## src/design/order_book_price_level_table_assert.svh

```systemverilog
// Assertion macros for the order book price level table.
`ifndef ORDER_BOOK_PRICE_LEVEL_TABLE_ASSERT_SVH
`define ORDER_BOOK_PRICE_LEVEL_TABLE_ASSERT_SVH
`ifndef SYNTH
`define OBPLT_ASSERT_IMP(label, clk, rst, a, b) \
  label: assert property (@(posedge clk) disable iff (rst) (a) |-> (b)) \
    else $error("%m: check failed");
`define OBPLT_ASSERT_NXT(label, clk, rst, a, b) \
  label: assert property (@(posedge clk) disable iff (rst) (a) |=> (b)) \
    else $error("%m: check failed");
`else
`define OBPLT_ASSERT_IMP(label, clk, rst, a, b)
`define OBPLT_ASSERT_NXT(label, clk, rst, a, b)
`endif
`endif

```

## src/design/obplt_pkg.sv

```systemverilog
// Shared types for the order book price level table.
package obplt_pkg;
  typedef enum logic [2:0] {
    ST_IDLE,
    ST_MATCH,
    ST_FETCH,
    ST_APPLY,
    ST_BEST,
    ST_RESULT
  } st_t;

  typedef struct packed {
    logic capture;
    logic match_run;
    logic fetch;
    logic apply;
    logic best_run;
    logic load_out;
  } cmd_t;

  typedef struct packed {
    logic match_done;
    logic best_done;
    logic out_free;
  } sts_t;
endpackage

```

## src/design/obplt_ctrl.sv

```systemverilog
// Sequencer for one update: match scan, fetch, apply, best scan, result.
module obplt_ctrl (
  input  logic             clk,
  input  logic             rst,
  input  logic             in_valid,
  output logic             in_stall,
  output obplt_pkg::cmd_t  cmd,
  input  obplt_pkg::sts_t  sts
);
  import obplt_pkg::*;

  st_t state, state_next;

  always_ff @(posedge clk) begin
    if (rst) state <= ST_IDLE;
    else state <= state_next;
  end

  always_comb begin
    state_next = state;
    unique case (state)
      ST_IDLE:   if (in_valid) state_next = ST_MATCH;
      ST_MATCH:  if (sts.match_done) state_next = ST_FETCH;
      ST_FETCH:  state_next = ST_APPLY;
      ST_APPLY:  state_next = ST_BEST;
      ST_BEST:   if (sts.best_done) state_next = ST_RESULT;
      ST_RESULT: if (sts.out_free) state_next = ST_IDLE;
      default:   state_next = ST_IDLE;
    endcase
  end

  always_comb begin
    cmd = '0;
    in_stall = 1'b1;
    unique case (state)
      ST_IDLE: begin
        in_stall = 1'b0;
        cmd.capture = in_valid;
      end
      ST_MATCH:  cmd.match_run = 1'b1;
      ST_FETCH:  cmd.fetch = 1'b1;
      ST_APPLY:  cmd.apply = 1'b1;
      ST_BEST:   cmd.best_run = 1'b1;
      ST_RESULT: cmd.load_out = sts.out_free;
      default:   cmd = '0;
    endcase
  end
endmodule

```

## config.mk

```make
export PLATFORM = sky130hd
export DESIGN_NAME = obplt_ctrl
export DESIGN_NICKNAME = d
export VERILOG_FILES = /design/src/design/order_book_price_level_table_assert.svh /design/src/design/obplt_pkg.sv /design/src/design/obplt_ctrl.sv
export SDC_FILE = /design/constraint.sdc
export NUM_CORES = 1
export LEC_CHECK = 0
export BUFFER_PORTS_ARGS = -buffer_cell sky130_fd_sc_hd__buf_2
export CELL_PAD_IN_SITES_DETAIL_PLACEMENT = 1
export CELL_PAD_IN_SITES_GLOBAL_PLACEMENT = 1
export CORE_AREA = 2 2 39 41
export CTS_CLUSTER_DIAMETER = 60
export DETAILED_ROUTE_END_ITERATION = 7
export DIE_AREA = 0 0 41 43
export HOLD_SLACK_MARGIN = 0.08
export PLACE_DENSITY_LB_ADDON = 0.12
export SLEW_MARGIN = 0
export SYNTH_ARGS = -nofsm -noshare
export SYNTH_HDL_FRONTEND = slang
export SYNTH_SLANG_ARGS = --single-unit
```

## constraint.sdc

```tcl
create_clock -name clk -period 2.1 [get_ports clk]
set_clock_uncertainty 0.05 [all_clocks]
set_input_delay 0.42 -clock clk [delete_from_list [all_inputs] [get_ports clk]]
set_output_delay 0.42 -clock clk [all_outputs]
set_load 0.02 [all_outputs]
```

==> flow_metrics.py <==
metrics = {
    "sta": {
        "setup_ws_ps": 310,
        "tns_ps": 0,
        "slew_headroom_pct": 75.2,
        "period_minus_slack_ps": 1790,
        "post-route-period-util_pct": 85.2,
        "slew_violations": 0,
        "rsz0062_at_grt": "false",
        "fmax_mhz": 559,
        "setup_viol": 0,
        "tightest_slew_ps": 371,
        "hold_violations": 0,
    },
    "grt": {
        "grt_use_met1_pct": 8.60,
        "grtUsageMet3_pct": 3.14,
        "busiest_layer": "met2",
        "grt_pass1_wl_um": 917,
        "track_usage_pct": 7.91,
        "gr-total-overflow": 0,
        "grt_pass1_vias": 243,
        "antenna_found_initial": 0,
        "met2_usage_pct": 11.6,
        "grt_start_max_net_pins": 13,
    },
    "placement": {
        "place_area_um2": 295,
        "dpl.hpwl_um": 448,
        "portBuffers": 12,
        "pre_cts_ws_ps": 531,
        "dp.cells": 56,
        "gp_congestion": 0.709,
    },
    "clock_tree": {
        "cts_root_buffer": "clkbuf_4",
        "cts_hold_buffers": 0,
        "cts_buffers": 3,
        "clock_latency_ps": 230,
        "cts_tree": "yes",
        "htree_num_levels": 1,
        "cts.sinks": 3,
        "ctsResizeCount": 0,
        "clk_pin_slew_worst_paths_ps": 40,
        "cts_setup_buffers": 0,
        "clock_path_buffers": 2,
    },
    "setup_path": {
        "startpoint": "state[0]",
        "r2r_start": "state[0]",
        "critPathRequiredTime_ps": 1630,
        "arrival_ps": 1320,
        "cp_max_fo": 11,
        "crit_path_start_kind": "register",
        "cp-end-kind": "primary output",
        "critPathKind": "register to primary output",
    },
    "cells_and_area": {
        "final_cells": 60,
        "drive_above_1_share_pct": 40.9,
        "largestRegisters": "state (3)",
        "largest_register_ffs": 3,
        "multi_input_area_um2": 148,
        "final_nets": 51,
        "final_area_um2": 322,
        "nFillCells": 181,
        "regMostFlops": "state",
        "diodes": 0,
        "syn2layout_area_growth_pct": 32.5,
        "final-seq-area_um2": 60.1,
    },
    "yosys": {
        "synth_nets": 37,
        "yosys.area.top_type_share_pct": 24.7,
        "async_reset_ff_share_pct": 0,
        "yosysSeqAreaShare_pct": 24.7,
        "synth_ff_type": "dfxtp_1",
        "syn_area_per_cell_um2": 7.83,
        "post-synth-top-count-cell": "a21oi_1",
        "ys_types": 18,
        "ys_top_cells_by_count": "4 x a21oi_1, 3 x dfxtp_1, 3 x nor3b_1",
        "synth.largest_area_cell": "dfxtp_1",
        "synthCells": 31,
        "netlist_top_cells_area": "dfxtp_1 25%, buf_6 9.3%, nor3b_1 9.3%, a21oi_1 8.2%, o21a_1 6.2%",
        "synth_edf_count": 0,
        "yosys_warnings": 0,
        "ys_ff_latch": 3,
        "synth_area_um2": 243,
    },
    "drt": {
        "route.detailed.drc": 0,
        "wl_per_cell_um": 9.60,
        "antenna_left": 0,
        "wl_um": 576,
        "vias_per_cell": 4.15,
        "vias": 249,
        "dr.pass1.iters": 1,
        "first_iter_violations": 0,
    },
    "pwr": {
        "cellPowerDensity_nw_per_um2": 730,
        "p_leak_nw": 0.158,
        "peakVddDrop_v": 0.000245,
    },
    "die": {
        "rows": 14,
        "core_um2": 1380,
        "dieArea_um2": 1760,
        "die_y_um": 43,
        "start_util_pct": 17.5,
        "fp.dieW_um": 41,
        "ios": 13,
    },
    "outcome": {
        "status": "finished clean",
    },
    "flow_run": {
        "cap_violations": 0,
    },
    "min_path": {
        "hold_path_class": "input port to register",
        "hold_start": "rst",
    },
}
-- kinds of logic (layout without fill, tap and decap cells) --
group | after synthesis | after routing | synth area share, %
flops | 3 | 3 | 24.7
compound gates | 6 | 6 | 14.4
simple gates | 17 | 17 | 46.4
buf+inv | 5 | 18 | 14.4
-- placed cells by master (no fill, tap or decap) --
cell type,instances
a21oi_1,4
and2b_1,1
and3_1,1
buf_2,12
clkbuf_1,1
clkbuf_4,3
dfxtp_1,3
inv_1,2
nand2_1,2
nand2b_1,1
nor2_1,1
nor2_2,1
nor2b_1,2
nor3_1,2
nor3b_1,3
nor4_2,1
o21a_1,2
or2_1,1
or3_4,1
-- per-layer routing --
| layer | up-vias | share of wire, % | wire, um |
|---|---|---|---|
| met2 | 7 | 51 | 292 |
| met3 | 0 | 8.0 | 46 |
| met4 | 0 | 0 | 0 |
| li1 | 128 | - | - |
| met1 | 114 | 41 | 237 |
| met5 | - | 0 | 0 |
-- area by class of cell --
type	instances	area share [%]
multi-input combinational	23	45.9
inverter	2	2.33
timing repair buffer	12	18.7
clock buffer	4	8.17
tap	16	6.23
sequential	3	18.7
-- report_power, final --
| group | internal (mW) | leakage (nW) | total [mW] | switching (mW) |
|---|---|---|---|---|
| Clock | 0.0711 | 0.0150 | 0.0999 | 0.0287 |
| Sequential | 0.0619 | 0.0247 | 0.0744 | 0.0125 |
| Combinational | 0.0290 | 0.118 | 0.0606 | 0.0316 |
| Total | 0.162 | 0.158 | 0.235 | 0.0729 |
-- metrics by stage --
step / total power [mW] / hold WS (ps) / utilization [%]
CTS: 0.243 / 333 / 23.2
finish: 0.235 / 335 / 23.2
global placement: 0.136 / 558 / 21.3
detailed placement: 0.138 / 578 / 21.3
floorplan: 0.122 / 439 / -
global route: 0.258 / 340 / 23.2
-- final timing paths --
check,depth (start not counted),to,slack (ps)
hold reg to reg,2,state[2],580
hold / removal,2,state[2],340
setup / recovery,3,cmd[0],310
setup reg to reg,3,state[1],980
-- worst max-delay path: stages (launching register included) --
cell	delay, ps
dfxtp_1	520
nor2b_1	240
and3_1	170
buf_2	160
No activity file was read; power rests on OpenSTA's default activity.
